File: src/rtl/pfa_pkg.sv
// shared types and constants for the page frame allocator
package pfa_pkg;

  localparam int RANGE_DEPTH_DEF = 64;
  localparam int STACK_DEPTH_DEF = 256;

  localparam int PAGE_SHIFT = 12;
  localparam int PN_W       = 52;
  localparam int ADDR_W     = 64;

  localparam logic [ADDR_W-1:0] FLOOR_RESET = 64'h0000_0000_0010_0000;
  localparam logic [PN_W-1:0]   PN_MAX      = {PN_W{1'b1}};

  localparam logic [2:0] K_CLEAR  = 3'd0;
  localparam logic [2:0] K_ADD    = 3'd1;
  localparam logic [2:0] K_FINISH = 3'd2;
  localparam logic [2:0] K_ALLOC  = 3'd3;
  localparam logic [2:0] K_FREE   = 3'd4;

  localparam logic [1:0] ST_OK      = 2'd0;
  localparam logic [1:0] ST_NOMEM   = 2'd1;
  localparam logic [1:0] ST_IGNORED = 2'd2;

  typedef struct packed {
    logic [2:0]      kind;
    logic            region_ok;
    logic [PN_W-1:0] start_page;
    logic [PN_W-1:0] count;
    logic            free_ok;
    logic [PN_W-1:0] ret_pn;
  } pfa_cmd_t;

endpackage

File: src/rtl/pfa_front.sv
// front end: decodes words, clips regions, and queues commands for the back end
module pfa_front
  import pfa_pkg::*;
(
  input  logic              clk,
  input  logic              rst,
  input  logic [ADDR_W-1:0] floor_addr,
  input  logic              in_valid,
  output logic              in_ready,
  input  logic [2:0]        in_kind,
  input  logic [ADDR_W-1:0] region_base,
  input  logic [ADDR_W-1:0] region_size,
  input  logic              region_usable,
  input  logic [ADDR_W-1:0] free_addr,
  output logic              cmd_valid,
  output pfa_cmd_t          cmd,
  input  logic              cmd_pop
);

  pfa_cmd_t        q [2];
  logic            wr_ptr;
  logic            rd_ptr;
  logic [1:0]      used;
  pfa_cmd_t        dec;

  logic [ADDR_W:0]   sum;
  logic [PN_W-1:0]   start_pg;
  logic [PN_W-1:0]   end_pg;
  logic [PN_W-1:0]   flr_pg;
  logic [PN_W-1:0]   clip_pg;
  logic              base_bad;
  logic              floor_bad;

  always_comb begin
    sum       = {1'b0, region_base} + {1'b0, region_size};
    base_bad  = (&region_base[ADDR_W-1:PAGE_SHIFT]) && (|region_base[PAGE_SHIFT-1:0]);
    floor_bad = (&floor_addr[ADDR_W-1:PAGE_SHIFT]) && (|floor_addr[PAGE_SHIFT-1:0]);
    start_pg  = region_base[ADDR_W-1:PAGE_SHIFT]
                + PN_W'(|region_base[PAGE_SHIFT-1:0]);
    end_pg    = sum[ADDR_W] ? PN_MAX : sum[ADDR_W-1:PAGE_SHIFT];
    flr_pg    = floor_addr[ADDR_W-1:PAGE_SHIFT] + PN_W'(|floor_addr[PAGE_SHIFT-1:0]);
    clip_pg   = (start_pg < flr_pg) ? flr_pg : start_pg;

    dec.kind       = in_kind;
    dec.region_ok  = region_usable && (region_size[ADDR_W-1:PAGE_SHIFT] != '0)
                     && !base_bad && !floor_bad && (end_pg > start_pg)
                     && (end_pg > flr_pg) && (end_pg > clip_pg);
    dec.start_page = clip_pg;
    dec.count      = end_pg - clip_pg;
    dec.free_ok    = (free_addr != '0) && (free_addr[PAGE_SHIFT-1:0] == '0);
    dec.ret_pn     = free_addr[ADDR_W-1:PAGE_SHIFT];
  end

  assign in_ready  = (used != 2'd2);
  assign cmd_valid = (used != 2'd0);
  assign cmd       = q[rd_ptr];

  always_ff @(posedge clk) begin
    if (in_valid && in_ready) begin
      q[wr_ptr] <= dec;
    end
  end

  always_ff @(posedge clk) begin
    if (rst) begin
      wr_ptr <= 1'b0;
      rd_ptr <= 1'b0;
      used   <= 2'd0;
    end else begin
      if (in_valid && in_ready) begin
        wr_ptr <= ~wr_ptr;
      end
      if (cmd_pop) begin
        rd_ptr <= ~rd_ptr;
      end
      used <= used + 2'(in_valid && in_ready) - 2'(cmd_pop);
    end
  end

`ifndef NO_ASSERTIONS
  a_pop_nonempty: assert property (@(posedge clk) disable iff (rst)
    cmd_pop |-> cmd_valid) else $error("pop from empty command queue");
  a_used_bound: assert property (@(posedge clk) disable iff (rst)
    used <= 2'd2) else $error("command queue overfilled");
  a_full_stall: assert property (@(posedge clk) disable iff (rst)
    (used == 2'd2) && !cmd_pop |=> (used == 2'd2)) else $error("full queue lost entry");
`endif

endmodule

File: config.mk
export PLATFORM = sky130hd
export DESIGN_NAME = pfa_front
export DESIGN_NICKNAME = d
export VERILOG_FILES = /design/src/rtl/pfa_pkg.sv /design/src/rtl/pfa_front.sv
export SDC_FILE = /design/constraint.sdc
export NUM_CORES = 1
export LEC_CHECK = 0
export ABC_CLOCK_PERIOD_IN_PS = 7600
export BUFFER_PORTS_ARGS = -buffer_cell sky130_fd_sc_hd__buf_2
export CAP_MARGIN = 20
export CORE_MARGIN = 3
export CORE_UTILIZATION = 42
export DETAILED_ROUTE_END_ITERATION = 16
export GPL_ROUTABILITY_DRIVEN = 0
export MAX_ROUTING_LAYER = met4
export PLACE_DENSITY_LB_ADDON = 0.08
export SETUP_SLACK_MARGIN = 0.5
export SYNTH_ARGS = -nofsm -noshare
export SYNTH_HDL_FRONTEND = slang
export SYNTH_SLANG_ARGS = --single-unit
export TNS_END_PERCENT = 1
File: constraint.sdc
create_clock -name clk -period 7.6 [get_ports clk]
set_input_delay 0.76 -clock clk [delete_from_list [all_inputs] [get_ports clk]]
set_output_delay 0.76 -clock clk [all_outputs]
set_load 0.05 [all_outputs]
==> results.json, run 1 <==
{
  "gr-usage-met3": 0.0220,
  "grt_util_met1": 0.372,
  "post_drt_wl_per_cell_um": 20.6,
  "hp-class": "primary input to flip-flop",
  "synth_edf_count": 322,
  "seq_area_frac_synth": 0.396,
  "syn2layout_area_growth_pct": 37.3,
  "die_h_um": 248,
  "drt_wl_total_um": 82400,
  "core_area_sq_mm": 0.0579,
  "worstPathArrival_ns": 7.68,
  "dp_hpwl_um": 66000,
  "worstSetupStartpointType": "primary input",
  "rows": 88,
  "max_freq_mhz": 137,
  "syn-mean-instance-area_sq_um": 10.8,
  "grt_pass1_wl_um": 125000,
  "clk_pin_slew_ns": 0.08,
  "power_leakage_nw": 14.7,
  "worstMarginPinSlew_ns": 1.03,
  "yosysWarnings": 0,
  "final_area_sq_mm": 0.0339,
  "grt_pass1_vias": 21900,
  "io_pins": 427,
  "cts_root_buf": "clkbuf_16",
  "drc": 0,
  "avgViaCountPerCell": 5.47,
  "holdCritStartpoint": "in_kind[1]",
  "grt_util_all_layers": 0.264,
  "fin_skew_ns": 0.0274,
  "die_width_um": 248,
  "hold_end": "q[1][159]",
  "synth-simple-area-share": 0.130,
  "slowest_delay_ns": 0.29,
  "cpMaxStageDelayCell": "nor4_2",
  "portBuffers": 426,
  "worst_path_most_repeated_cell": "buf_4",
  "antenna_found_initial": 1,
  "fin_nets": 3758,
  "crit_fanout": 2,
  "vias": 21900,
  "fillers": 5028,
  "grt_util_met2": 0.412,
  "slew_headroom": 0.314,
  "syn_area_sq_mm": 0.0247,
  "maxSlewViolCount": 0,
  "synth_xor_xnor_area_share": 0.0692,
  "yosysMostFrequentCell": "edfxtp_1",
  "fin_total_pwr_mw": 8.47,
  "fin_crit_sh": 0.964,
  "synth_common_cells": "edfxtp_1, ha_1, mux2_2",
  "synth_cells": 2280,
  "cp_data_required_time_ns": 7.96,
  "cp-end-kind": "flip-flop",
  "fp.dieArea_sq_mm": 0.0617,
  "reg2reg_slack_ns": 5.02,
  "muxShareOfSynthArea": 0.120,
  "cts_htree_levels": 2,
  "max-vdd-ir-drop_uv": 182,
  "drt_iter0_markers": 1388,
  "startpoint": "floor_addr[4]",
  "drv_cap": 0,
  "min_path_cells": 1,
  "initial_core_util": 0.426,
  "path_class": "primary input to flip-flop",
  "reg2reg_depth": 3,
  "r2r_end": "q[1][155]",
  "synth_compound_area_frac": 0.123,
  "synth_top_area_cell": "edfxtp_1",
  "syn_nets": 2817,
  "grt_max_degree": 162,
  "r2r-start": "used[0]",
  "yosys-top-cells-area": "edfxtp_1, ha_1, mux2_2, xor2_1, xnor2_1",
  "rsz0062_at_grt": "true",
  "synth.distinct_cells": 86,
  "cts_buffers": 34,
  "period_minus_slack_ns": 7.32,
  "place_area_sq_mm": 0.0309,
  "yosys_register_bits": 327,
  "ys.flop_type": "edfxtp_1",
  "first_pass_iters": 5,
  "ant_nets": 0,
  "clk_latency_ns": 0.52,
  "setup_violations": 0,
  "yosysTopAreaCellShare": 0.392,
  "overflow": 0,
  "grt_busiest_layer": "met2",
  "finalHoldViolations": 0,
  "synth_top_family_by_area": "adder cells",
  "ys_async_sr_fraction": 0,
  "tritoncts": "yes",
  "drive_gt1_frac": 0.414,
  "cts_num_sinks": 327,
  "power_density_mw_per_mm2": 250,
  "cts_buffer_depth": 3,
  "status": "finished, final reports clean",
  "yosys.area_share.adder": 0.139
}
==> critical path: cells and delay by family <==
kind | cells | cell delay, ns
compound gates | 3 | 0.54
buf+inv | 48 | 5.53
simple gates | 5 | 0.80
==> layer usage <==
layer  vias up  share of wire
met1     10500           0.47
li1      10600              -
met2       766           0.45
met4         0          0.030
met5         -              0
met3       120          0.050
==> worst max-delay path by stage <==
stage                endpoint  cells past startpoint
floorplan           q[0][102]                     37
global placement    q[0][103]                     37
detailed placement  q[0][103]                     41
CTS                 q[0][103]                     38
global route        q[1][100]                     39
finish              q[1][157]                     56
==> per-stage QoR <==
step | util | instances | setup WS (ns) | setup TNS [ns] | hold slack, ns
after CTS | 0.577 | 4001 | 0.345 | 0 | 0.411
after global placement | 0.534 | 3865 | -0.835 | -30.93 | 0.496
after detailed placement | 0.534 | 3865 | -1.03 | -36.42 | 0.509
after global routing | 0.585 | 4011 | 0.153 | 0 | 0.418
final | 0.585 | 4011 | 0.276 | 0 | 0.443
after floorplan | - | 2280 | -0.261 | -2.15 | 0.480
==> sequential cells by signal, summed over array words and instances, names as in the netlist, named ones only <==
register and count:
wr_ptr 1, rd_ptr 1, used 2, q 322
==> what timing repair did <==
action / CTS / global route
setup endpoints to repair: 64 / 60
gates cloned: 2 / 1
buffers inserted: 74 / 8
pin swaps: 62 / 39
hold buffers: 0 / 0
gates resized for setup: 143 / 83
==> cells in the final DEF (no fill, tap or decap), drive strengths merged, types with 23 or more instances in the layout <==
cell / count
nor2b: 35
mux2i: 58
nor2: 112
nand2: 162
a21oi: 137
and3: 28
xnor2: 91
edfxtp: 322
nor4: 43
nand4: 70
nand2b: 23
o21ai: 85
buf: 950
clkbuf: 46
mux2: 212
xor2: 104
nand3: 71
inv: 90
a21o: 93
ha: 272
==> power breakdown <==
group	internal [mW]	leakage [nW]	switching (mW)
Combinational	1.63	11.1	2.62
Clock	0.926	0.532	0.672
Sequential	2.53	3.04	0.0866
==> cell families (layout without fill, tap and decap cells) <==
group,count (synthesis),count (layout)
AND/OR/NAND/NOR,624,624
AO/OA/AOI/OAI,455,455
flip-flops,327,327
adder cells (fa/ha/maj),274,274
multiplexers,270,270
XOR/XNOR,195,195
buffers and inverters,135,1100
other,0,1
==> cell type report <==
type	instances	area [sq um]	share of cell area
clock buffer	45	953	0.0281
antenna	1	2.50	0.0000738
sequential	327	9770	0.288
inverter	88	330	0.00975
timing repair buffer	952	6380	0.188
tap	765	957	0.0282
clock inverter	15	134	0.00395
multi-input combinational	1818	15400	0.453
Power figures use the tool's default switching activity.
==> run 2, diff against run 1 <==
--- a/config.mk
+++ b/config.mk
@@ -13,7 +13,8 @@
 export DETAILED_ROUTE_END_ITERATION = 16
 export GPL_ROUTABILITY_DRIVEN = 0
 export MAX_ROUTING_LAYER = met4
-export PLACE_DENSITY_LB_ADDON = 0.08
+export PLACE_DENSITY = 0.7
+export RECOVER_POWER = 50
 export SETUP_SLACK_MARGIN = 0.5
 export SYNTH_ARGS = -nofsm -noshare
 export SYNTH_HDL_FRONTEND = slang
==> run 2 against run 1 <==
Effect of this change:
- the flow now finishes with violations (capacitance limit, slew limit)
- clock skew decreased by 0.010 ns
- global-route usage barely moved
- largest cell class unchanged
- register-to-register slack worse by 2.8 ns
- total power about the same
- die area stayed put
- count of clock-buffer cells in the layout shrank 7
- clock power fell by 8%
- non-clock buffer count fell by 85
- fmax down 1.1%
- first-iteration DRC count increased by 33%
==> results.json, run 2 (synthesis results as in run 1) <==
{
  "worstPathArrival_ns": 7.71,
  "initial_core_util": 0.426,
  "rows": 88,
  "top_register": "q",
  "fin_total_pwr_mw": 8.47,
  "reg2reg_depth": 3,
  "hold_buffers": 0,
  "cts_htree_levels": 1,
  "post_drt_wl_per_cell_um": 21.3,
  "hp-class": "primary input to flip-flop",
  "portBuffers": 426,
  "power_density_mw_per_mm2": 256,
  "setup_violations": 0,
  "drive_gt1_frac": 0.385,
  "largestRegisters": "q x322, used x2",
  "maxSlewViolCount": 332,
  "core_area_sq_mm": 0.0579,
  "grt_max_degree": 103,
  "fillers": 4839,
  "clk_pin_slew_ns": 0.06,
  "min_path_cells": 1,
  "violations": "capacitance limit, slew limit",
  "fin_nets": 3669,
  "antenna_found_initial": 10,
  "grt_pass1_vias": 22200,
  "layout_commonest_cell": "buf_4",
  "clk_latency_ns": 0.57,
  "fin_skew_ns": 0.0172,
  "path_class": "primary input to flip-flop",
  "io_pins": 427,
  "crit_fanout": 5,
  "final_cell_mix": "buf_4, buf_2, edfxtp_1",
  "max_freq_mhz": 135,
  "rsz0062_at_grt": "true",
  "dp_hpwl_um": 67300,
  "slowest_delay_ns": 0.40,
  "cp-end-kind": "flip-flop",
  "cp_data_required_time_ns": 7.91,
  "final_util": 0.572,
  "worst_path_most_repeated_cell": "buf_4",
  "drv_cap": 6,
  "drc": 0,
  "worstMarginPinSlew_ns": 3.75,
  "avgViaCountPerCell": 5.68,
  "cts_num_sinks": 327,
  "finalHoldViolations": 0,
  "fin_crit_sh": 0.974,
  "fp.dieArea_sq_mm": 0.0617,
  "grt_pass1_wl_um": 126000,
  "largest_reg_flops": 322,
  "period_minus_slack_ns": 7.40,
  "first_pass_iters": 5,
  "vias": 22300,
  "slew_headroom": -1.50,
  "syn2layout_area_growth_pct": 34.2,
  "overflow": 0,
  "tritoncts": "yes",
  "power_leakage_nw": 14.1,
  "drt_iter0_markers": 1851,
  "cts_buffers": 30,
  "max-vdd-ir-drop_uv": 226,
  "status": "finished with violations",
  "die_width_um": 248,
  "grt_util_all_layers": 0.263,
  "cts_root_buf": "clkbuf_16",
  "ant_nets": 0,
  "cts_buffer_depth": 3,
  "worstSetupStartpointType": "primary input",
  "drt_wl_total_um": 83500,
  "die_h_um": 248,
  "cpMaxStageDelayCell": "o41a_1"
}
## run 2: final cells by class
type / instances / area (sq um) / area share
antenna: 10 / 25.0 / 0.000756
multi-input combinational: 1818 / 15400 / 0.465
timing repair buffer: 867 / 5630 / 0.170
inverter: 88 / 330 / 0.00998
tap: 765 / 957 / 0.0289
clock buffer: 38 / 832 / 0.0251
sequential: 327 / 9770 / 0.295
clock inverter: 17 / 151 / 0.00457
## run 2: what timing repair did
| item | in CTS | in global routing |
|---|---|---|
| pin swaps | 57 | 57 |
| gates resized for setup | 144 | 89 |
| buffers inserted | 11 | 4 |
| gates cloned | 3 | 0 |
| endpoints found under the setup margin | 66 | 56 |
## run 2: critical path: cells and delay by family
| kind | cells | cell delay [ns] |
|---|---|---|
| xor+xnor | 2 | 0.33 |
| buf+inv | 8 | 1.09 |
| simple gates | 11 | 1.69 |
| mux | 1 | 0.30 |
| fa+ha+maj | 3 | 0.76 |
| compound gates | 14 | 2.78 |
## run 2: worst paths after layout
check | from | to | slack (ns)
setup / recovery | floor_addr[2] | q[0][100] | 0.20
hold / removal | in_kind[0] | q[0][158] | 0.39
setup reg to reg | used[0] | q[1][140] | 2.22
hold reg to reg | rd_ptr | rd_ptr | 0.52
## run 2: metal layers
metal,share of wire,global-route usage,vias to the layer above
met3,0.068,0.0316,221
met2,0.46,0.416,1043
li1,-,-,10400
met4,0.053,0.122,0
met5,0,-,-
met1,0.42,0.339,10700
## run 2: power breakdown
group / total, mW / switching, mW / internal (mW)
Sequential: 2.64 / 0.0841 / 2.55
Clock: 1.48 / 0.639 / 0.843
Combinational: 4.35 / 2.71 / 1.64
Total: 8.47 / 3.43 / 5.04
## run 2: per-stage QoR
| step | hold slack (ns) | std cells | TNS (ns) | worst slack (ns) | area, sq um |
|---|---|---|---|---|---|
| floorplan | 0.480 | 2280 | -2.15 | -0.261 | 24700 |
| global placement | 0.496 | 3847 | -24.89 | -0.723 | 30800 |
| detailed placement | 0.506 | 3847 | -40.40 | -1.02 | 30800 |
| CTS | 0.362 | 3916 | 0 | 0.358 | 32700 |
| global route | 0.366 | 3929 | -0.824 | -0.0776 | 33100 |
| finish | 0.392 | 3930 | 0 | 0.197 | 33100 |
